**src/hdl/lfuc_pkg.sv**
```systemverilog
// Package for the LFU cache: sizes, widths, command codes and the
// controller/datapath command and status structs. No dependencies.
package lfuc_pkg;
    localparam int MAX_ENTRIES = 16;
    localparam int IDX_W = $clog2(MAX_ENTRIES);
    localparam int OCC_W = $clog2(MAX_ENTRIES + 1);
    localparam int CAP_W = 5;
    localparam int KEY_W = 32;
    localparam int VAL_W = 32;
    localparam int CNT_W = 32;

    localparam logic CMD_GET = 1'b0;
    localparam logic CMD_PUT = 1'b1;

    typedef struct packed {
        logic load;     // latch request word, run key match
        logic update;   // apply the access to the entry state
    } t_dp_cmd;

    typedef struct packed {
        logic found;
        logic is_put;
        logic enabled;
    } t_dp_status;
endpackage

```
**src/hdl/lfuc_ctrl.sv**
```systemverilog
// Controller: sequences load, search and update of one word at a time,
// then holds the result until taken. Depends on lfuc_pkg.
module lfuc_ctrl import lfuc_pkg::*; (
    input  logic       i_clk,
    input  logic       i_rst_n,
    input  logic       i_in_valid,
    output logic       o_in_ready,
    output logic       o_out_valid,
    input  logic       i_out_ready,
    output t_dp_cmd    o_cmd
);
    typedef enum logic [1:0] {S_IDLE, S_SEARCH, S_UPDATE, S_DONE} t_state;
    t_state r_state;

    assign o_in_ready  = (r_state == S_IDLE);
    assign o_out_valid = (r_state == S_DONE);
    assign o_cmd.load   = (r_state == S_IDLE) && i_in_valid;
    assign o_cmd.update = (r_state == S_UPDATE);

    always_ff @(posedge i_clk) begin
        if (!i_rst_n) begin
            r_state <= S_IDLE;
        end else begin
            case (r_state)
                S_IDLE:   if (i_in_valid) r_state <= S_SEARCH;
                S_SEARCH: r_state <= S_UPDATE;
                S_UPDATE: r_state <= S_DONE;
                S_DONE:   if (i_out_ready) r_state <= S_IDLE;
                default:  r_state <= S_IDLE;
            endcase
        end
    end

    a_one_cmd: assert property (@(posedge i_clk) disable iff (!i_rst_n)
        !(o_cmd.load && o_cmd.update)) else $error("load and update together");
    a_upd_done: assert property (@(posedge i_clk) disable iff (!i_rst_n)
        o_cmd.update |=> o_out_valid) else $error("update not followed by result");
    a_load_seq: assert property (@(posedge i_clk) disable iff (!i_rst_n)
        o_cmd.load |=> ##1 o_cmd.update) else $error("load not followed by update");
endmodule

```
**config.mk**
```make
export PLATFORM = sky130hd
export DESIGN_NAME = lfuc_ctrl
export DESIGN_NICKNAME = d
export VERILOG_FILES = /design/src/hdl/lfuc_pkg.sv /design/src/hdl/lfuc_ctrl.sv
export SDC_FILE = /design/constraint.sdc
export NUM_CORES = 1
export LEC_CHECK = 0
export ABC_AREA = 0
export BUFFER_PORTS_ARGS = -buffer_cell sky130_fd_sc_hd__buf_2
export CAP_MARGIN = 10
export CORE_AREA = 2 2 39 41
export DETAILED_ROUTE_END_ITERATION = 6
export DIE_AREA = 0 0 41 43
export PLACE_DENSITY_LB_ADDON = 0.12
export SYNTH_ARGS = -nofsm -noshare
export SYNTH_HDL_FRONTEND = slang
export SYNTH_SLANG_ARGS = --single-unit
```
**constraint.sdc**
```tcl
create_clock -name i_clk -period 1 [get_ports i_clk]
set_input_delay 0.25 -clock i_clk [delete_from_list [all_inputs] [get_ports i_clk]]
set_output_delay 0.25 -clock i_clk [all_outputs]
set_load 0.1 [all_outputs]
```
# After elaboration in Yosys (flattened, before gate mapping)
# Index checks and enable logic that the tools add are counted.
# op_classes
n_eq_ne	5
muxes	3
n_reduce_logical	3
# ops
operator	count
one-hot mux 2 bit (4 select lines)	1
== test 2 bit (second input constant)	2
2-to-1 mux 2 bit	2
== test 2 x 1 -> 1 bit (second input constant)	1
zero test 2 bit	1
inequality test 2 x 1 -> 1 bit (second input constant)	1
inequality test 2 bit (second input constant)	1
AND reduction 2 bit	1
logical AND 1 bit	1
# word_totals
reg_bits	2
in_bits	4
out_inout_bits	4
elab_cells	12

# Logic depth before layout (Yosys ltp)
# Gate-level depths: netlist of the first run.
# depth
depth_word	3
mapped_depth	4
mapped_depth_nobuf	4

# Least setup slack after synthesis of the first run
# No wires, ideal clock.
# synth_timing
kind	reg-to-output
startpoint	register r_state[0]
endpoint	output port o_cmd[1] in the netlist's numbering
t_arrival_ns	2.092
t_required_ns	0.750
slack_ns	-1.342
path_stages_with_launch	4
n_path_buf	0
cell_sequence	dfxtp_1 > inv_1 > ha_1 > and2_1
# synth_lines
item	line	rtl
start: declaration	lfuc_ctrl.sv:13	t_state r_state;
start signal: assignment	lfuc_ctrl.sv:22	r_state <= S_IDLE;
start signal: assignment	lfuc_ctrl.sv:25	S_IDLE: if (i_in_valid) r_state <= S_SEARCH;
start signal: assignment	lfuc_ctrl.sv:26	S_SEARCH: r_state <= S_UPDATE;
end: declaration	lfuc_ctrl.sv:10	output t_dp_cmd o_cmd

==> results by stage, run 1 <==
STA:
- The final clock skew is 1.165 ps.
- The tightest slew margin relative to the limit is 93.34%.
- The portion of the clock cycle consumed by the worst path in the final layout is 132.6%.
- For the pin with the worst max-slew slack, the measured transition is roughly 97 ps.
- The number of max-slew violations in the final report is 0.
- In the post-route analysis, the smallest setup slack over all paths is -326.3 ps.
- The maximum clock frequency is 754.0 MHz.
- The setup-violating endpoint count in the final report is 6.
- The hold violation total from the final report is 0.
- Setup repair after global routing could not meet its margin everywhere.
- The worst path in the final design needs a cycle of ~1300 ps, including I/O delays and setup.

Clock network:
- The TritonCTS clock tree is done.
- The clock buffer count from CTS is 3.
- The deepest clock path buffer count is 2.
- The tree is rooted in a clkbuf_4.
- In this run, post-CTS hold repair placed 0 buffers.
- For this design, the sink count on the clock tree is 2.
- The clock latency of the later-clocked register in the worst-skew pair is about 220 ps.
- The clock-pin slew on the worst setup and hold paths is approximately 30 ps.
- In this run the number of H-tree levels came out at 1.

Critical path:
- The kind of critical path is flip-flop to output port.
- STA puts the critical path data arrival time at between 1000 and 1500 ps.
- The cell with the largest stage delay on the worst path is dfxtp_4.
- In this design, the stage delay of the slowest critical-path cell is around 360 ps.
- The worst path buffer plus inverter count is 2.
- The signal on the critical path passes through inv_2, ha_4, and2_4, buf_12.
- Grouping stages by cell kind, the critical path spends the most delay in flip-flops.
- Along the worst path, the maximum fanout reaches 4.
- STA classifies the critical path startpoint as a flip-flop.
- Data on the critical path is required at its endpoint by 750 ps.
- STA classifies the critical path endpoint as an output port.

Place:
- The detailed placement HPWL is between 200 and 300 um.
- The instance area after placement is about 310 sq um.
- Port buffering added 7 buffers.
- The minimum setup slack after placement is -151.9 ps.
- The final weighted congestion in routability-driven placement is 0.6528.
- The total placed cells including tap cells is just over 40.

Global route:
- The number of antenna violations at the first check in global routing is 0.
- The total global routing track utilization is ~5.5%.
- The via count of the first global-routing pass is between 150 and 200.
- The maximum number of pins on one net before global-route repair is 5.
- The first global-routing pass estimated between 500 and 600 um of wire.
- For this run the aggregate overflow at the end of global routing stands at 0.

Die:
- The number of I/O pins is 8.
- The effective utilization at floorplan is between 10% and 20%.
- The cell row count is 14.
- The overall die area is 0.001763 sq mm.
- The overall die width is 41 um.
- The total area inside the core boundary comes to 0.001384 sq mm.
- The height of the die is about 43 um.

Logic synthesis:
- In the synthesized netlist, the number of instances is 16.
- The count of yosys warnings during synthesis is 0.
- The fraction of the yosys area taken by sequential cells is 26.45%.
- The post-synthesis sequential element count is 2.
- The total standard cell area after synthesis is 151.4 sq um.
- The distinct cell type count after synthesis is 10.
- The number of nets handed over by synthesis was 23.
- A synthesized cell averages around 9.5 sq um.

Finish:
- The register with the most flip-flops in the layout has 2 of them.
- The repair_antennas step left the layout with diodes totalling 0.
- The number of cells in the finished layout apart from fillers is 46.
- The final standard cell area without fillers is 374.1 sq um.
- The largest registers in the layout are r_state: 2 flops.
- The utilization after layout is roughly 27%.
- The layout overhead on the synthesized area is 147.1%.
- In the final layout, the multi-input gates occupy roughly 140 sq um.
- Across the whole layout, storage elements account for between 40 and 50 sq um.
- Fill cells in the final layout number 145.
- The register with the most flip-flops in the final layout is r_state.
- Of the cells placed in the final design, the portion with a size suffix greater than 1 is 80.00%.
- The net count of the finished layout is 39.

Min path:
- The min-delay analysis places its worst path in the category input pin to flip-flop.

Route:
- The number of iterations in the first detailed-routing pass is 2.
- The detailed-route vias per instance is around 3.3.
- The initial detailed-routing violation count is 2.
- The detail route stage leaves a number of antenna-violating nets equal to 0.
- After detailed routing, the average wire length per cell comes to 7.174 um.
- The final layout contains routed wiring with a total length of 330 um.
- The remaining design rule violation count is 0.
- The routed via count is approximately 150.

Outcome:
- The flow ran to the end, but the final reports show violations.
- The final reports fail on negative setup slack.

Run:
- Across the run, the number of max-cap violations was 0.
-- cell type report --
type | instances | share of cell area [%]
multi-input combinational | 11 | 36.79
timing repair buffer | 11 | 35.45
sequential | 2 | 12.71
clock buffer | 3 | 6.020
tap | 16 | 5.351
inverter | 3 | 3.679
-- routing by layer --
layer / share of wire [%] / track usage (%)
met4: 0 / 6.000
met1: 35 / 4.777
met5: 0 / 0
met3: 9.7 / 4.712
met2: 55 / 6.875
-- synthesized netlist by cell type --
library cell  instances  area [sq um]
inv_1                 3         11.26
nor2b_4               1         13.76
mux2i_1               1         10.01
o31a_1                1         8.760
ha_1                  3         37.54
o21a_1                1         7.510
and2_1                1         6.260
a21oi_2               1         8.760
dfxtp_1               2         40.04
nand2_1               2         7.510
-- cell families (layout without fill, tap and decap cells) --
logic type | count (synthesis) | in the layout | share of synthesized area, %
adders and majority gates | 3 | 3 | 24.80
and+or+nand+nor | 4 | 4 | 18.18
DFF | 2 | 2 | 26.45
buffers and inverters | 3 | 17 | 7.437
AOI/OAI and AO/OA | 3 | 3 | 16.53
muxes | 1 | 1 | 6.612
-- worst paths after layout --
path                endpoint  slack (ps)  startpoint  cells past startpoint
setup / recovery    o_cmd[1]        -330  r_state[1]                      4
hold / removal    r_state[1]         300     i_rst_n                      3
setup reg to reg  r_state[0]        -260  r_state[1]                      6
hold reg to reg   r_state[1]         500  r_state[1]                      2
-- placed cells by master, fill, tap and decap left out, drive strengths merged --
master  Yosys  routed
and2        1       1
clkbuf      0       3
o31a        1       1
nor2b       1       1
o21a        1       1
nand2       2       2
ha          3       3
mux2i       1       1
inv         3       3
buf         0      11
a21oi       1       1
dfxtp       2       2
-- tightest hold or removal path: stages --
cell and delay, ps:
buf_2 110, nand2_1 60, mux2i_1 50
-- per-stage QoR --
step                      hold WS (ps)  setup TNS, ps
after floorplan                  388.6          -1040
after global placement           502.5         -495.4
after CTS                        290.0          -1448
after global routing             316.3          -1902
after detailed placement         497.8         -468.2
final                            296.9          -1597
-- timing repair --
item                                    in CTS  in global routing
resized for setup                            5                  1
endpoints found under the setup margin       6                  6
pin swaps                                    4                  1
setup buffers                                1                  1
Power of run 1 is left out: the tool's default activity adds up to more than one toggle a clock period on the data nets, which glitch-free logic cannot reach.
==> inputs of run 2 (changes only) <==
clock period = 1.16 ns   (was 1 ns; I/O delays follow)
==> results by stage, run 2 (synthesis results as in run 1) <==
Finish:
- The leading cell type in the layout, fill and taps excluded is buf_4 (was buf_12).
- The register with the most flip-flops was r_state (unchanged).
- The utilization after layout was 28.03% (was 27.03%).
- The sequential cell area in the final layout is 47.55 sq um (unchanged).
- The total inserted antenna cells was 0 (unchanged).
- The number of flip-flops under the largest register name came to 2 (unchanged).
- The final net count is 41 (was 39).
- Largest regs: r_state: 2 flops (unchanged).
- The area taken by multi-input logic gates was 137.6 sq um (unchanged).
- Top library cells by usage in the layout, fill and taps aside: 5 x buf_4, 4 x buf_12, 3 x clkbuf_4, 3 x buf_2 (was 4 x buf_12, 3 x clkbuf_4, 3 x buf_2).
- The fraction of layout instances using a drive strength above 1 is 81.25% (was 80.00%).
- The number of fillers in the final layout is 149 (was 145).
- The layout overhead on the synthesized area is 156.2% (was 147.1%).

Global route:
- The first-pass GRT wire length is 565 um (was 572 um).
- The maximum number of pins on one net before global-route repair is 4 (was 5).
- The total global routing track utilization was 5.506% (unchanged).
- The number of antenna violations at the first check in global routing is 0 (unchanged).
- The global route total overflow is 0 (unchanged).
- The via count of the first global-routing pass is 160 (was 155).

Critical path:
- The kind of end point of the critical path was an output port (unchanged).
- The maximum fanout along the worst path is 3 (was 4).
- The critical register-to-register path endpoint is r_state[0] (unchanged).
- The worst reg2reg path startpoint was r_state[0] (was r_state[1]).
- The data arrival time at the worst-slack endpoint was 1060 ps (was 1080 ps).
- The delay of the slowest critical-path stage is 350 ps (was 360 ps).
- The cell with the largest stage delay on the worst path is dfxtp_4 (unchanged).
- The kind of critical path is flip-flop to output port (unchanged).
- The required arrival time at the worst endpoint came to 870 ps (was 750 ps).
- The depth of the worst register-to-register path was 5 (was 6).
- Cell-by-cell listing of the critical path: inv_4, ha_4, and2_4, buf_12 (was inv_2, ha_4, and2_4, buf_12).
- The reg-to-reg setup timing slack is -50 ps (was -260 ps).
- The nature of the critical path startpoint is a flip-flop (unchanged).

STA:
- After layout, the worst path uses 116.0% of the clock period.
- The worst path in the final design needs a cycle of ~1300 ps, including I/O delays and setup.
- The number of max-slew violations in the final report is 0 (unchanged).
- The hold violation total from the final report was 0 (unchanged).
- For this run, the top clock speed supported by timing is 742.9 MHz.
- The setup-violating endpoint count in the final report was 6 (unchanged).
- The actual slew at the worst max-slew pin is 113.0 ps (was 97.16 ps).
- The worst setup slack after layout is -186.1 ps (was -326.3 ps).
- The tightest slew margin relative to the limit came to 92.25% (was 93.34%).
- Setup repair after global routing missed its margin: true (unchanged).
- The final clock skew is 4.584 ps (was 1.165 ps).

Route:
- The wire length reported by the detailed router is 365 um (was 330 um).
- The number of iterations in the first detailed-routing pass is 3 (was 2).
- The remaining design rule violation count is 0 (unchanged).
- The routed via count came to 169 (was 154).
- The initial detailed-routing violation count is 4 (was 2).
- The count of antenna-violating nets left after detailed routing came to 0 (unchanged).
- The wire length per cell is 7.604 um (was 7.174 um).
- The detailed-route vias per instance is 3.521 (was 3.348).

Clock network:
- The clock root buffer is clkbuf_4 (unchanged).
- The count of clock tree sinks is 2 (unchanged).
- The deepest clock path buffer count is 2 (unchanged).
- The clock latency of the later-clocked register in the worst-skew pair is 230 ps (was 220 ps).
- The maximum level of the CTS H-tree is 1 (unchanged).
- The TritonCTS clock tree is done (unchanged).
- The clock-pin slew on the worst setup and hold paths is 30 ps (about the same).
- The clock buffer count from CTS is 3 (unchanged).

Outcome:
- Violations in the final reports: negative setup slack (unchanged).
- Outcome: finished with violations (unchanged).

Place:
- The final weighted congestion in routability-driven placement is 0.6059 (was 0.6528).
- The detailed placement HPWL is 253.6 um (was 269.7 um).
- The port buffer count is 7 (unchanged).

Run:
- The total of max-cap violations is 0 (unchanged).

Die:
- The number of I/O pins is 8 (unchanged).
- The cell row count is 14 (unchanged).
- The overall die width is 41 um (unchanged).
- The floorplan core area is 0.001384 sq mm (unchanged).
- The overall die area is 0.001763 sq mm (unchanged).
- The height of the die came to 43 um (unchanged).
- The effective utilization at floorplan is 10.94% (unchanged).

Min path:
- The count of cells along the worst hold path is 3 (unchanged).
- The worst hold path class is input pin to flip-flop (unchanged).
- The destination of the worst hold path is r_state[1] (unchanged).
- The startpoint of the worst hold path is i_rst_n (unchanged).
run 2: cell types whose count changed in the layout (fill, tap and decap cells not counted):
cell	previous run	this run
buf_4	2	5
buf_6	2	1
inv_2	1	0
inv_4	1	2
run 2: repair_timing:
item | in CTS | in global routing
buffers inserted | 4 | 0
hold buffers | 0 | 0
pin swaps | 2 | 1
setup endpoints to repair | 4 | 6
resized for setup | 4 | 2
run 2: per-layer routing:
layer	vias up	global-route usage, %	share of wire [%]
li1	86	-	-
met1	75	4.459	32
met2	8	7.187	55
met3	0	6.283	13
met4	0	4.000	0
met5	-	0	0
run 2: layout make-up:
| class | count | area share, % |
|---|---|---|
| repair buffers | 13 | 37.10 |
| well taps | 16 | 5.161 |
| multi-input cells | 11 | 35.48 |
| flip-flops and latches | 2 | 12.26 |
| inverters | 3 | 4.194 |
| clock buffers | 3 | 5.806 |
run 2: worst max-delay path by stage:
stage / slack (ps) / startpoint / cells past startpoint / end
5_1_grt: -230 / r_state[0] / 4 / o_cmd[1]
4_1_cts: -210 / r_state[0] / 4 / o_cmd[1]
3_3_place_gp: -40 / r_state[1] / 4 / o_cmd[1]
6_report: -190 / r_state[0] / 4 / o_cmd[1]
2_1_floorplan: -260 / r_state[1] / 3 / o_cmd[1]
3_5_place_dp: -30 / r_state[1] / 4 / o_cmd[1]
run 2: critical path, delay by kind of cell, from the launching register on:
family,cells,cell delay (ps)
buf+inv,2,200
flops,1,350
simple gates,1,140
fa+ha+maj,1,150
run 2: metrics by stage:
| stage | instance area, sq um | TNS [ps] | hold WS [ps] | setup WS (ps) | cells |
|---|---|---|---|---|---|
| floorplan | 183.9 | -479.7 | 428.6 | -256.6 | 16 |
| global placement | 314.1 | -52.09 | 507.8 | -39.18 | 41 |
| detailed placement | 314.1 | -39.15 | 503.6 | -32.94 | 41 |
| CTS | 381.6 | -847.8 | 332.3 | -209.0 | 48 |
| global route | 387.9 | -1025 | 335.2 | -227.3 | 48 |
| finish | 387.9 | -772.1 | 343.4 | -186.1 | 48 |
Power of run 2 is left out for the same reason.
